<file path="src/rtl/qhcp_pkg.sv">
`timescale 1ns / 1ps
// ----------------------------------------------------------------------------
// qhcp_pkg
// Shared constants, types and helpers of the quinary Huffman code packer.
// ----------------------------------------------------------------------------
package qhcp_pkg;

  localparam int SYMBOLS            = 256;
  localparam int SYM_W              = 8;
  localparam int LEN_W              = 5;
  localparam int DIGIT_BITS         = 3;
  localparam int FIELD_DIGITS       = 16;
  localparam int DIGIT_FIELD_W      = FIELD_DIGITS * DIGIT_BITS;
  localparam int BYTE_W             = 8;
  localparam int PEND_W             = 3;
  localparam int DEFAULT_MAX_DIGITS = 16;

  localparam logic [1:0] OP_LOAD   = 2'd0;
  localparam logic [1:0] OP_ENCODE = 2'd1;
  localparam logic [1:0] OP_FLUSH  = 2'd2;

  typedef struct packed {
    logic                     wr_en;
    logic                     rd_en;
    logic [SYM_W-1:0]         addr;
    logic [LEN_W-1:0]         len;
    logic [DIGIT_FIELD_W-1:0] digits;
  } tbl_cmd_t;

  typedef struct packed {
    logic [LEN_W-1:0]         len;
    logic [DIGIT_FIELD_W-1:0] digits;
  } tbl_entry_t;

  // Digits 5 to 7 all go out as 7
  function automatic logic [DIGIT_BITS-1:0] map_digit(input logic [DIGIT_BITS-1:0] d);
    map_digit = (d > 3'd4) ? 3'd7 : d;
  endfunction

endpackage

</file>
<file path="src/rtl/qhcp_packer.sv">
`timescale 1ns / 1ps
// ----------------------------------------------------------------------------
// qhcp_packer
// Sequencer with one shift unit: merges the pending bits with the looked-up
// code, then peels off one byte per cycle into the output register while it is free.
// ----------------------------------------------------------------------------
module qhcp_packer #(
  parameter int MAX_DIGITS = qhcp_pkg::DEFAULT_MAX_DIGITS
) (
  input  logic                                clk,
  input  logic                                rst_n,
  input  logic                                in_valid,
  output logic                                in_ready,
  input  logic [1:0]                          in_op,
  input  logic [qhcp_pkg::SYM_W-1:0]          in_symbol,
  input  logic [qhcp_pkg::LEN_W-1:0]          in_code_length,
  input  logic [qhcp_pkg::DIGIT_FIELD_W-1:0]  in_code_digits,
  output qhcp_pkg::tbl_cmd_t                  tbl_cmd,
  input  qhcp_pkg::tbl_entry_t                tbl_entry,
  output logic                                out_valid,
  input  logic                                out_ready,
  output logic [qhcp_pkg::BYTE_W-1:0]         out_byte,
  output logic                                out_last
);
  import qhcp_pkg::*;

  localparam int CAP      = (MAX_DIGITS > FIELD_DIGITS) ? FIELD_DIGITS : MAX_DIGITS;
  localparam int DIGIT_W  = CAP * DIGIT_BITS;
  localparam int STREAM_W = DIGIT_W + BYTE_W - 1;
  localparam int CNT_W    = $clog2(STREAM_W + 1);
  localparam logic [LEN_W-1:0] CAP_LEN = LEN_W'(CAP);

  typedef enum logic [3:0] {
    ST_IDLE  = 4'b0001,
    ST_READ  = 4'b0010,
    ST_EMIT  = 4'b0100,
    ST_FLUSH = 4'b1000
  } state_t;

  state_t              state_r, state_nxt;
  logic [STREAM_W-1:0] stream_r, stream_nxt;
  logic [CNT_W-1:0]    count_r, count_nxt;
  logic [BYTE_W-1:0]   pend_byte_r, pend_byte_nxt;
  logic [PEND_W-1:0]   pend_bits_r, pend_bits_nxt;
  logic                out_valid_r, out_valid_nxt;
  logic [BYTE_W-1:0]   out_byte_r, out_byte_nxt;
  logic                out_last_r, out_last_nxt;

  logic                in_fire;
  logic                slot_free;
  logic [DIGIT_W-1:0]  code_bits;
  logic [STREAM_W-1:0] stream_shr;
  logic [CNT_W-1:0]    count_rem;

  assign in_ready  = (state_r == ST_IDLE);
  assign in_fire   = in_valid && in_ready;
  assign slot_free = !out_valid_r || out_ready;

  // Table access straight from the input transaction
  always_comb begin
    tbl_cmd.wr_en  = in_fire && (in_op == OP_LOAD);
    tbl_cmd.rd_en  = in_fire && (in_op == OP_ENCODE);
    tbl_cmd.addr   = in_symbol;
    tbl_cmd.len    = (in_code_length > CAP_LEN) ? CAP_LEN : in_code_length;
    tbl_cmd.digits = in_code_digits;
  end

  // Map digits and drop those past the code length
  always_comb begin
    code_bits = '0;
    for (int i = 0; i < CAP; i++) begin
      if (LEN_W'(i) < tbl_entry.len) begin
        code_bits[i*DIGIT_BITS +: DIGIT_BITS] =
          map_digit(tbl_entry.digits[i*DIGIT_BITS +: DIGIT_BITS]);
      end
    end
  end

  assign stream_shr = stream_r >> BYTE_W;
  assign count_rem  = count_r - CNT_W'(BYTE_W);

  always_comb begin
    state_nxt     = state_r;
    stream_nxt    = stream_r;
    count_nxt     = count_r;
    pend_byte_nxt = pend_byte_r;
    pend_bits_nxt = pend_bits_r;
    out_valid_nxt = out_valid_r && !out_ready;
    out_byte_nxt  = out_byte_r;
    out_last_nxt  = out_last_r;
    unique case (state_r)
      ST_IDLE: begin
        if (in_fire) begin
          if (in_op == OP_ENCODE) begin
            state_nxt = ST_READ;
          end else if (in_op == OP_FLUSH && pend_bits_r != '0) begin
            state_nxt = ST_FLUSH;
          end
        end
      end
      ST_READ: begin
        // Append the code above the pending bits
        stream_nxt = STREAM_W'(pend_byte_r) | (STREAM_W'(code_bits) << pend_bits_r);
        count_nxt  = CNT_W'(pend_bits_r) + CNT_W'(tbl_entry.len) * CNT_W'(DIGIT_BITS);
        state_nxt  = ST_EMIT;
      end
      ST_EMIT: begin
        if (count_r < CNT_W'(BYTE_W)) begin
          pend_byte_nxt = stream_r[BYTE_W-1:0];
          pend_bits_nxt = count_r[PEND_W-1:0];
          state_nxt     = ST_IDLE;
        end else if (slot_free) begin
          out_valid_nxt = 1'b1;
          out_byte_nxt  = stream_r[BYTE_W-1:0];
          out_last_nxt  = (count_rem < CNT_W'(BYTE_W));
          stream_nxt    = stream_shr;
          count_nxt     = count_rem;
          if (count_rem < CNT_W'(BYTE_W)) begin
            pend_byte_nxt = stream_shr[BYTE_W-1:0];
            pend_bits_nxt = count_rem[PEND_W-1:0];
            state_nxt     = ST_IDLE;
          end
        end
      end
      ST_FLUSH: begin
        if (slot_free) begin
          out_valid_nxt = 1'b1;
          out_byte_nxt  = pend_byte_r;
          out_last_nxt  = 1'b1;
          pend_byte_nxt = '0;
          pend_bits_nxt = '0;
          state_nxt     = ST_IDLE;
        end
      end
      default: begin
        state_nxt = ST_IDLE;
      end
    endcase
  end

  always_ff @(posedge clk) begin
    if (!rst_n) begin
      state_r     <= ST_IDLE;
      pend_byte_r <= '0;
      pend_bits_r <= '0;
      out_valid_r <= 1'b0;
    end else begin
      state_r     <= state_nxt;
      pend_byte_r <= pend_byte_nxt;
      pend_bits_r <= pend_bits_nxt;
      out_valid_r <= out_valid_nxt;
    end
  end

  always_ff @(posedge clk) begin
    stream_r   <= stream_nxt;
    count_r    <= count_nxt;
    out_byte_r <= out_byte_nxt;
    out_last_r <= out_last_nxt;
  end

  assign out_valid = out_valid_r;
  assign out_byte  = out_byte_r;
  assign out_last  = out_last_r;

endmodule

</file>
<file path="config.mk">
export PLATFORM = sky130hd
export DESIGN_NAME = qhcp_packer
export DESIGN_NICKNAME = d
export VERILOG_FILES = /design/src/rtl/qhcp_pkg.sv /design/src/rtl/qhcp_packer.sv
export SDC_FILE = /design/constraint.sdc
export NUM_CORES = 1
export LEC_CHECK = 0
export BUFFER_PORTS_ARGS = -buffer_cell sky130_fd_sc_hd__buf_4
export CAP_MARGIN = 25
export CORE_MARGIN = 1.5
export CORE_UTILIZATION = 40
export DETAILED_ROUTE_END_ITERATION = 8
export PLACE_DENSITY_LB_ADDON = 0.15
export SYNTH_ARGS = -nofsm -noshare
export SYNTH_HDL_FRONTEND = slang
export SYNTH_SLANG_ARGS = --single-unit
</file>
<file path="constraint.sdc">
create_clock -name clk -period 6.6 [get_ports clk]
set_input_delay 0 -clock clk [delete_from_list [all_inputs] [get_ports clk]]
set_output_delay 0 -clock clk [all_outputs]
set_load 0.01 [all_outputs]
</file>
* After elaboration in Yosys (flattened, before gate mapping)
Index checks and enable logic that the tools add are counted.
** Storage, ports and cells
- Output and inout port bits :: 74
- Bits in registers :: 86
** Cells by class
- $lt $le $gt $ge :: 35
- $add $sub $neg :: 2
- Equality and inequality tests :: 13
- $mul :: 1
- Bitwise gates (word level) :: 1
- Reductions and logical operators :: 16
- Shift-type cells :: 1
- Multiplexer cells :: 68
** Operators by type and width (number)
- $mux 55 :: 2
- $pmux 55 s2 :: 1
- $mux 3 :: 36
- $mux 8 :: 7
- $or 8x55->55 :: 1
- $shl 48x3->55 :: 1
- $gt 3x3->1 const B :: 16
- $lt 4x5->1 const A :: 8
- $pmux 8 s2 :: 2
- $mux 4 :: 7
- $lt 3x5->1 const A :: 4
- $pmux 4 s4 :: 1
- $lt 6x4->1 const B :: 2
- $mux 6 :: 2
- $pmux 6 s2 :: 1
- $lt 1x5->1 const A :: 2
- $lt 2x5->1 const A :: 2
- $reduce_and 4->1 :: 2
- $add 3x6->6 :: 1
- $mul 5x2->6 const B :: 1
- $ne 2x2->1 const B :: 3
- $ne 3x3->1 const B :: 2
- $pmux 3 s2 :: 1
- $sub 6x4->6 const B :: 1
- other kinds (20) :: 31

* Longest topological paths before layout
Gate-level depths: netlist of the first run.
- Depth in word-level cells :: 6
- Mapped depth :: 9
- Gate-level depth less buffers :: 8

* Least setup slack after synthesis of the first run
No wires, ideal clock.
- Path type :: register -> register
- From :: register state_r[2]
- To :: register count_r[3], enable pin
- Stages on the path, launching flop included :: 6
- Period minus slack after synthesis :: 4.641 ns
- Data arrival time :: 4.148 ns
- Setup time :: 0.493 ns
- Setup slack :: 1.959 ns
- Buffers on the path :: 2
- Cells stage by stage :: dfxtp_1 > nor4b_4 > buf_2 > buf_2 > a21oi_1 > a21oi_1
** Between the ends
- Word-level cells in the longest chain between the ends :: 3
** RTL lines
- from (decl) :: line qhcp_packer.sv:40 : state_t state_r, state_nxt;
- from (signal assigned) :: line qhcp_packer.sv:148 : state_r <= state_nxt;
- $eq 4x3->1 or $eq 4x2->1 (tied branches) :: line qhcp_packer.sv:91 : unique case (state_r)
- $ne 2x2->1 (no source line) or $reduce_bool 2->1 (tied branches)
- $reduce_and 3->1 (no source line) *
- to (signal assigned) :: line qhcp_packer.sv:157 : count_r <= count_nxt;
- to (decl) :: line qhcp_packer.sv:42 : logic [CNT_W-1:0] count_r, count_nxt;
Mark *: on every way between the ends. The rest lies on a longest branch, timed or not.
A chain may end at the register's enable or synchronous reset.

* Worst setup path in the final report of the first run
- From :: register pend_bits_r[0]
- To :: register stream_r[28], data pin
** Between the ends
- Word-level cells in the longest chain between the ends :: 3
** RTL lines
- from (decl) :: line qhcp_packer.sv:44 : logic [PEND_W-1:0] pend_bits_r, pend_bits_nxt;
- from (signal assigned) :: line qhcp_packer.sv:150 : pend_bits_r <= pend_bits_nxt;
- $shl 48x3->55 :: line qhcp_packer.sv:103 : stream_nxt = STREAM_W'(pend_byte_r) | (STREAM_W'(code_bits) << pend_bits_r);
- $or 8x55->55 :: line qhcp_packer.sv:103
- $pmux 55 s2 :: line qhcp_packer.sv:91
- named net stream_nxt[28] :: line qhcp_packer.sv:41 : logic [STREAM_W-1:0] stream_r, stream_nxt;
- to (signal assigned) :: line qhcp_packer.sv:156 : stream_r <= stream_nxt;
- to (decl) :: line qhcp_packer.sv:41
The timed path passes the listed nets, and every way through them passes these cells.

==> results of run 1 <==
[power breakdown]
| group | switching [mW] | internal, mW | total, mW |
|---|---|---|---|
| Clock | 0.248 | 0.268 | 0.516 |
| Sequential | 0.00650 | 0.596 | 0.603 |
| Combinational | 0.129 | 0.102 | 0.231 |
| Total | 0.383 | 0.966 | 1.35 |
[flip-flops by register name, indices dropped and copies added, names as in the netlist]
register	cells
count_r	6
pend_byte_r	8
state_r	4
pend_bits_r	3
out_valid	1
out_last	1
out_byte	8
stream_r	55
[final cells by class]
class                      instances  area, sq um
fill                            1660         9210
clock inverter                     7         73.8
timing repair buffer              94          708
tap                              220          275
multi-input combinational        576         3740
inverter                          12         45.0
sequential                        86         2420
clock buffer                       9          225
[routing by layer]
layer	track usage, %	up-vias	share of wire (%)
li1	-	2871	-
met1	29.3	2922	41
met2	39.7	271	48
met3	4.08	62	6.3
met4	12.5	0	4.9
met5	0	-	0
[worst paths after layout]
check	endpoint	depth (start not counted)	slack, ns
worst max-delay path	stream_r[28]	6	3.59
worst max register to register	stream_r[28]	6	3.59
worst min register to register	pend_bits_r[2]	2	0.52
worst min-delay path	tbl_cmd[10]	0	0.000004
[critical path, cell delays in order (launching register included)]
cell and delay (ns):
dfxtp_2 0.91, buf_4 0.54, mux2_4 0.35, o221ai_4 0.15, inv_2 0.06, mux4_2 0.45
mux2_4 0.26
[logic make-up (layout without fill, tap and decap cells)]
| logic type | count (synthesis) | in the layout |
|---|---|---|
| buffers and inverters | 122 | 122 |
| muxes | 22 | 22 |
| adders and majority gates | 18 | 18 |
| AOI/OAI and AO/OA | 244 | 244 |
| xor gates and xnor gates | 4 | 4 |
| and+or+nand+nor | 288 | 288 |
| DFF | 86 | 86 |
[synthesized netlist by cell type, types with 6 or more instances]
cell type  count
edfxtp_1      70
inv_1         11
a21oi_1       77
ha_1          15
a21boi_0       6
buf_4         63
clkbuf_1      17
o32ai_1        8
dfxtp_1       16
o22ai_1       10
nor3_1        41
nor2b_1       13
nand2b_1      34
buf_2         22
o21ai_0       31
a211oi_1      14
o211ai_1       6
a22oi_1       13
mux2i_1        8
o31ai_1       12
and3_1         9
mux2_2         9
nand2_1       63
o21a_1        13
nor2_1        62
o221ai_1       6
a221oi_1       8
nor4_1         9
and2_1         6
nand3_1       16
[through the flow]
stage                     setup slack, ns  std cells
final                                3.59       1004
after global routing                 3.43       1004
after CTS                            3.61       1003
after detailed placement             3.64        985
after global placement               3.69        984
after floorplan                      1.96        784
[what timing repair did]
action	CTS	global route
gates resized for setup	0	0
hold endpoints to repair	13	0
hold buffers	2	0
==> results by group, run 1 <==
Floorplanning
  • Ports: 194
  • Die Y-Extent: 134 um
  • Core Box Area: 16,700 sq um
  • Num rows: 47
  • Initial core utilization: about two fifths
  • Die Area: 18,100 sq um
  • Die width: 134 um

STA
  • Minimum hold slack: 0.00000443 ns
  • Clock Skews: 0.00948 ns
  • RSZ-0062 raised after global routing: false
  • Fmax: 332 MHz
  • Final Hold Fails: 0
  • Pins Over Slew Limit: 0
  • Worst Max-Slew Pin Slew: 0.977 ns
  • Final setup fails: 0
  • Tcrit/Tclk final: 45.6%
  • Setup TNS: 0 ns
  • Max-slew headroom: 34.8%
  • Min cycle time layout: between 3 and 4 ns

Power and ir drop
  • Power Density: 180 nW/um^2
  • Max VDD drop: 0.000133 V
  • Tot Pwr: about 1.3 mW
  • Static leakage: around 2.7 nW

Synthesis
  • Synth top area share: 30.5%
  • Synth Area in Adders: under 10%
  • Post-synth EDFFs: 70
  • Multiplexer share of the synthesized area: 4.04%
  • Largest family of logic cells by synthesized area: compound AO/OA/AOI/OAI gates
  • Asr flop ratio synth: 0%
  • Syn_area_per_cell: about 8.8 sq um
  • Synthesized cell area: 6900 sq um
  • Seq/Total Area, Yosys: 35.1%
  • Ranking of synthesized cells by area: edfxtp_1, buf_4, a21oi_1
  • Synth Register Bits: 86
  • Syn Nets: 922
  • Simple-gate share of the synthesized area: 21.9%
  • Distinct cell type count after synthesis: 80
  • Top FF cell, synth: edfxtp_1
  • XOR/XNOR Fraction of Synth Area: less than 1%
  • Mapped Cells: 784
  • Synth warnings: 0
  • Synth area leader: edfxtp_1
  • Synth Area in Compound Gates: 23.9%

Layout
  • Layout Area Growth over Synthesis: 8.52%
  • Layout net count: 917
  • Post-route cell area: 7490 sq um
  • Finished Core Util: 44.9%
  • Leading cell type in the layout, fill and taps excluded: buf_4
  • Diodes inserted: 0
  • Share of layout cells above drive strength 1: 18.8%
  • Commonest non-fill, non-tap cells in the layout: buf_4, a21oi_1, edfxtp_1, nand2_1, nor2_1

Drt
  • Via count: 6,126
  • Final ANT Viol Nets: 0
  • DRT Pass-1 Iters: 6
  • Total Wirelength: 21,300 um
  • Drt via density: 6.10
  • Routed len/inst: 21.2 um
  • Drt drc: 0
  • Initial DRC count: ~480

Placed design
  • IO buf count: 81
  • Placed cell area: 7160 sq um
  • Placer Congestion: 0.964
  • Dpl hpwl: ~15,000 um

Clocking
  • H-tree depth: 3
  • Post-CTS Setup Repair Bufs: 0
  • CTS root buffer: clkbuf_16
  • CTS buffer count: 9
  • Max clock buf depth: 2
  • Reg clk slew, reported paths: 0.07 ns
  • TritonCTS clock tree: yes
  • Clk sinks: 86
  • Worst-Skew Late Latency: 0.36 ns

Run
  • Max cap viols: 0

Global routing
  • Initial antenna violation count: 0
  • Total grt overflow: 0
  • Vias in the first global route: 5,838
  • GRT Total Usage: 23.8%
  • Largest net degree at the start of global routing: 72
  • Global-route wire length before repair: 32,800 um

Worst setup path
  • Crit path capture type: flip-flop
  • Largest fanout on the critical path: 47
  • Arrival time worst endpoint: around 3.1 ns
  • Launch point of the worst reg-to-reg path: pend_bits_r[0]
  • Crit Path Class: flip-flop to flip-flop
  • CP Launch Type: flip-flop
  • WP data required: 6.71 ns
  • CP startpoint: pend_bits_r[0]

Hold path
  • Min-delay worst type: primary input to output port
  • Hold_sp: in_code_digits[10]

Run status
  • Outcome: finished clean
Power figures use the tool's default switching activity.
==> run 2: changes to the inputs <==
--- a/config.mk
+++ b/config.mk
@@ -5,6 +5,7 @@
 export SDC_FILE = /design/constraint.sdc
 export NUM_CORES = 1
 export LEC_CHECK = 0
+export ABC_AREA = 1
 export BUFFER_PORTS_ARGS = -buffer_cell sky130_fd_sc_hd__buf_4
 export CAP_MARGIN = 25
 export CORE_MARGIN = 1.5
==> constraint.sdc (replaced) <==
create_clock -name clk -period 2.4 [get_ports clk]
set_input_delay 0 -clock clk [delete_from_list [all_inputs] [get_ports clk]]
set_output_delay 0 -clock clk [all_outputs]
set_load 0.01 [all_outputs]
==> run 2 against run 1 <==
Effect of this change:
- setup slack lost 3.2 ns
- synthesized area decreased by 3.9%
- via count decreased by 1.1%
- largest power group is now combinational logic
- core utilization grew 1.3 points
- highest routed layer unchanged
- register-to-register slack got worse by 3.2 ns
- design area fell by 1.2%
- global-route usage shrank 2.7 points
- clock skew decreased by 0.0015 ns
- critical path type unchanged
- first-iteration DRC count down 9.4%
- die area is 3.8% lower
- sequential power grew to 3.1 times the previous value
==> results by group, run 2 <==
Clocking
  • CTS root buffer: clkbuf_16
  • H-tree depth: 3
  • Post-CTS Setup Repair Bufs: 0
  • Worst-Skew Late Latency: ~0.35 ns
  • Clk sinks: 86
  • TritonCTS clock tree: yes
  • CTS Hold Bufs: 1
  • Max clock buf depth: 2
  • Reg clk slew, reported paths: 0.06 ns
  • CTS-repair resized insts: 0
  • CTS buffer count: 9

Synthesis
  • Synth Area in Adders: 3.73%
  • Distinct cell type count after synthesis: 37
  • Post-synth EDFFs: 70
  • Most frequent cell after synthesis: nand3_1
  • Synthesized cell area: 6630 sq um
  • Seq/Total Area, Yosys: between 30% and 40%
  • Synth Area in Compound Gates: 10.6%
  • Mapped Cells: 907
  • XOR/XNOR Fraction of Synth Area: 0.396%
  • Syn_area_per_cell: 7.31 sq um
  • Largest family of logic cells by synthesized area: simple AND/OR/NAND/NOR gates
  • Top FF cell, synth: edfxtp_1
  • Ranking of synthesized cells by area: edfxtp_1, nand3_1, nand2_1
  • Synth area leader: edfxtp_1
  • Synth top area share: between 30% and 40%
  • Most frequent cells after synthesis: nand3_1, nand2_1, edfxtp_1, inv_1, buf_4
  • Synth Register Bits: 86
  • Syn Nets: 1,045
  • Synth warnings: 0
  • Simple-gate share of the synthesized area: 34.5%
  • Asr flop ratio synth: 0%
  • Multiplexer share of the synthesized area: 0%

Worst setup path
  • R2r setup slk: about 0.35 ns
  • Crit Path Class: flip-flop to flip-flop
  • Worst r2r dst: count_r[5]
  • Launch point of the worst reg-to-reg path: pend_bits_r[1]
  • CP Launch Type: flip-flop
  • Arrival time worst endpoint: between 2 and 2.5 ns
  • Reg2Reg Depth: 7
  • Largest fanout on the critical path: 3
  • Crit path capture type: flip-flop
  • WP data required: 2.49 ns
  • Worst setup endpoint: count_r[5]
  • CP startpoint: pend_bits_r[1]

Layout
  • Diodes inserted: 0
  • Fill cells: between 1,500 and 2,000
  • Layout Area Growth over Synthesis: 11.6%
  • Finished Core Util: between 40% and 50%
  • Number of flip-flops in the largest register: 55
  • Largest Register: stream_r
  • Non-filler instance count after layout: 1,135
  • Multi-input logic area: between 3000 and 4000 sq um
  • Commonest non-fill, non-tap cells in the layout: nand3_1, nand2_1, buf_4, edfxtp_1, inv_1
  • Layout net count: 1,052
  • Leading cell type in the layout, fill and taps excluded: nand3_1
  • Share of layout cells above drive strength 1: 16.4%
  • Seq. cell area: 2430 sq um

STA
  • Min cycle time layout: 2.05 ns
  • Minimum hold slack: 0.00000282 ns
  • Final Hold Fails: 0
  • Tcrit/Tclk final: 85.6%
  • Clock Skews: 0.00800 ns
  • Fmax: between 400 and 500 MHz
  • Pins Over Slew Limit: 0
  • Worst Max-Slew Pin Slew: 0.560 ns
  • Final setup fails: 0
  • Post-route worst setup slack: 0.346 ns
  • RSZ-0062 raised after global routing: false
  • Max-slew headroom: a little over three fifths

Global routing
  • Vias in the first global route: 5,767
  • Total grt overflow: 0
  • GRT Total Usage: 21.0%
  • Largest net degree at the start of global routing: 59
  • Initial antenna violation count: 0
  • Global-route wire length before repair: between 20,000 and 30,000 um

Floorplanning
  • Initial core utilization: 41.3%
  • Die Area: between 15,000 and 20,000 sq um
  • Die width: 132 um
  • Num rows: 46
  • Core Box Area: around 16,000 sq um
  • Die Y-Extent: about 130 um
  • Ports: 194

Drt
  • Total Wirelength: 17,800 um
  • Final ANT Viol Nets: 0
  • Drt drc: 0
  • Initial DRC count: 433
  • Routed len/inst: 15.7 um
  • Via count: 6,058
  • Drt via density: between 5 and 6
  • DRT Pass-1 Iters: 5

Power and ir drop
  • Max VDD drop: 0.000422 V
  • Static leakage: between 3 and 4 nW
  • Power Density: 725 nW/um^2

Placed design
  • IO buf count: 81
  • Pre-CTS setup slack: between 0.15 and 0.2 ns
  • Placer Congestion: between 0.8 and 0.9
  • Placed Instances: approximately 1,100
  • Dpl hpwl: 13,000 um

Run status
  • Outcome: finished clean

Hold path
  • Min-delay worst type: primary input to output port

Run
  • Max cap viols: 0
## run 2: critical path: stages, from the launching register on
cell and delay (ns):
dfxtp_2 0.33, fa_1 0.43, ha_1 0.24, fa_1 0.42, nand3_1 0.10, nand2_1 0.07, xnor2_1 0.13, o21ai_0 0.08
## run 2: routing by layer
layer / wire length (um) / vias up / global-route usage [%]
met5: 0 / - / 0
met4: 335 / 0 / 6.30
met3: 846 / 36 / 4.42
met2: 8660 / 161 / 35.9
met1: 7930 / 2792 / 26.8
li1: - / 3069 / -
## run 2: layout make-up
type	instances	area share, %
well taps	216	3.65
inverters	79	4.02
clock inverters	1	0.0676
repair buffers	98	10.7
clock buffers	15	4.34
multi-input cells	640	44.4
flip-flops and latches	86	32.8
## run 2: worst min-delay path by stage
stage / from / to / depth (start not counted)
floorplan: in_op[1] / tbl_cmd[62] / 1
global placement: in_code_digits[12] / tbl_cmd[12] / 0
detailed placement: in_code_digits[12] / tbl_cmd[12] / 0
CTS: in_code_digits[12] / tbl_cmd[12] / 0
global route: in_code_digits[4] / tbl_cmd[4] / 0
finish: in_code_digits[42] / tbl_cmd[42] / 0
## run 2: metrics by stage
| step | TNS, ns | power (mW) | instance area, sq um |
|---|---|---|---|
| 4_1_cts | 0 | 5.38 | 7360 |
| 6_report | 0 | 5.37 | 7400 |
| 3_5_place_dp | 0 | 3.86 | 7020 |
| 2_1_floorplan | -27.69 | 3.41 | 6670 |
| 5_1_grt | 0 | 5.73 | 7400 |
| 3_3_place_gp | 0 | 3.86 | 7020 |
## run 2: power by group
part / switching (mW) / leakage, nW / internal [mW] / total, mW
Sequential: 0.0476 / 0.765 / 1.82 / 1.87
Combinational: 1.26 / 2.29 / 0.734 / 1.99
Clock: 0.587 / 0.161 / 0.919 / 1.51
Total: 1.89 / 3.22 / 3.48 / 5.37
## run 2: cell families after synthesis
group                      Yosys count
DFF                                 86
and+or+nand+nor                    499
adders and majority gates           18
xor gates and xnor gates             3
buffers and inverters              181
AOI/OAI and AO/OA                  120
==> run 3: changes to the inputs <==
--- a/config.mk
+++ b/config.mk
@@ -11,6 +11,7 @@
 export CORE_MARGIN = 1.5
 export CORE_UTILIZATION = 40
 export DETAILED_ROUTE_END_ITERATION = 8
+export MAX_ROUTING_LAYER = met4
 export PLACE_DENSITY_LB_ADDON = 0.15
 export SYNTH_ARGS = -nofsm -noshare
 export SYNTH_HDL_FRONTEND = slang
==> run 3 against run 2 <==
Effect of this change:
- sequential power barely moved
- total power rose by 0.14%
- die area is the same
- first-iteration DRC count shrank 6.7%
- design area grew 0.10%
- via count about the same
- sequential share of layout area is essentially flat
- sequential cell count did not move
==> results by group, run 3 (synthesis results as in run 2) <==
Placed design
  • Dpl hpwl: ~13,000 um
  • Pre-CTS setup slack: 0.167 ns
  • IO buf count: 81
  • Placer Congestion: 0.823

Power and ir drop
  • Seq pwr share: 34.8%
  • Combinational power share: 37.2%
  • P_sw: roughly 1.9 mW
  • Sw Ratio: 35.3%
  • Tot Pwr: roughly 5.4 mW
  • Max VDD drop: 0.000424 V
  • Power Density: 725 nW/um^2
  • Clock Power Share: 28.0%
  • Static leakage: roughly 3.2 nW
  • P_int: 3.48 mW

Layout
  • Multi-input logic area: 3290 sq um
  • Largest Register: stream_r
  • Diodes inserted: 0
  • Layout net count: 1,052
  • Seq. cell area: around 2400 sq um
  • Commonest non-fill, non-tap cells in the layout: nand3_1, nand2_1, buf_4, edfxtp_1, inv_1
  • Leading cell type in the layout, fill and taps excluded: nand3_1
  • Layout Area Growth over Synthesis: 11.7%
  • Share of layout cells above drive strength 1: approximately 16%
  • Number of flip-flops in the largest register: 55
  • Fill cells: 1,708

Global routing
  • Initial antenna violation count: 0
  • Largest net degree at the start of global routing: 59
  • Global-route wire length before repair: 29,200 um
  • Vias in the first global route: between 5,000 and 6,000
  • GRT Total Usage: 21.7%
  • Total grt overflow: 0

STA
  • Post-route worst setup slack: 0.348 ns
  • Clock Skews: around 0.0095 ns
  • Worst Max-Slew Pin Slew: about 0.56 ns
  • Pins Over Slew Limit: 0
  • Max-slew headroom: 62.4%
  • Fmax: slightly below 500 MHz
  • Tcrit/Tclk final: 85.5%
  • Final setup fails: 0
  • Min cycle time layout: 2.05 ns
  • Final Hold Fails: 0
  • RSZ-0062 raised after global routing: false

Drt
  • Initial DRC count: 404
  • Drt drc: 0
  • Total Wirelength: 17,800 um
  • Final ANT Viol Nets: 0
  • Routed len/inst: about 16 um
  • Drt via density: 5.34
  • Via count: roughly 6,100
  • DRT Pass-1 Iters: 6

Worst setup path
  • CP Launch Type: flip-flop
  • R2r setup slk: approximately 0.35 ns
  • Launch point of the worst reg-to-reg path: pend_bits_r[1]
  • Worst r2r dst: count_r[5]
  • Arrival time worst endpoint: 2.15 ns
  • Crit Path Class: flip-flop to flip-flop
  • Largest fanout on the critical path: 3
  • WP data required: 2.49 ns
  • Reg2Reg Depth: 7
  • Crit path capture type: flip-flop

Floorplanning
  • Die Area: 17,400 sq um
  • Ports: 194
  • Die Y-Extent: 132 um
  • Core Box Area: 16,100 sq um
  • Die width: 132 um
  • Num rows: between 40 and 50
  • Initial core utilization: 41.3%

Hold path
  • Min-Delay Endpoint: tbl_cmd[42]
  • Min-delay worst type: primary input to output port
  • Hold Path Depth: 0
  • Hold_sp: in_code_digits[42]

Run
  • Max cap viols: 0

Clocking
  • CTS root buffer: clkbuf_16
  • CTS-repair resized insts: 0
  • Worst-Skew Late Latency: ~0.35 ns
  • TritonCTS clock tree: yes
  • H-tree depth: 3
  • Max clock buf depth: 2
  • CTS buffer count: 9
  • Clk sinks: 86
  • Reg clk slew, reported paths: 0.06 ns

Run status
  • Outcome: finished clean
[run 3: changes by cell type in the layout (fill, tap and decap cells not counted)]
cell    delta
buf_12     -1
buf_16     +1
[run 3: layout make-up]
class	instances	share of cell area [%]
clock buffers	15	4.34
clock inverters	1	0.0675
inverters	79	4.02
multi-input cells	640	44.3
flip-flops and latches	86	32.8
well taps	216	3.65
repair buffers	98	10.8
[run 3: what timing repair did]
action | in CTS | in global routing
hold buffers | 1 | 0
endpoints found under the hold margin | 11 | 0
buffers inserted | 0 | 0
[run 3: worst max path at each step]
stage          slack [ns]  cells past startpoint        endpoint            from
3_3_place_gp         0.21                      6     stream_r[4]      state_r[0]
5_1_grt              0.16                     13  pend_bits_r[1]      count_r[3]
6_report             0.35                      7      count_r[5]  pend_bits_r[1]
3_5_place_dp         0.17                      6    stream_r[10]      state_r[0]
4_1_cts              0.16                      6     stream_r[4]      state_r[0]
2_1_floorplan       -0.48                      6      count_r[3]      state_r[0]
[run 3: power groups by stage]
stage	clock network (mW)	logic [mW]	registers, mW
floorplan	0	1.51	1.90
global placement	0	1.96	1.90
detailed placement	0	1.96	1.90
CTS	1.54	1.97	1.87
global route	1.60	2.26	1.88
finish	1.51	2.00	1.87
[run 3: critical path, cell delays in order, from the launching register on]
cell,delay (ns)
dfxtp_2,0.33
fa_1,0.43
ha_1,0.24
fa_1,0.42
nand3_1,0.10
nand2_1,0.07
xnor2_1,0.13
o21ai_0,0.08
[run 3: per-layer routing]
layer / vias to the layer above / track usage, % / part of all wire, %
li1: 3072 / - / -
met1: 2773 / 26.8 / 45
met2: 177 / 36.0 / 49
met3: 38 / 4.42 / 4.7
met4: 0 / 6.30 / 1.9
met5: - / - / 0
[run 3: through the flow]
step / cells / hold slack [ns] / setup TNS (ns) / utilization [%] / cell area (sq um)
6_report: 1135 / 0.00000282 / 0 / 46.2 / 7410
2_1_floorplan: 907 / 0.0507 / -27.69 / - / 6670
3_5_place_dp: 1116 / 0.0000686 / 0 / 43.7 / 7020
5_1_grt: 1135 / 0.0000148 / 0 / 46.2 / 7410
4_1_cts: 1133 / 0.0000686 / 0 / 45.8 / 7360
3_3_place_gp: 1116 / 0.0000686 / 0 / 43.7 / 7020
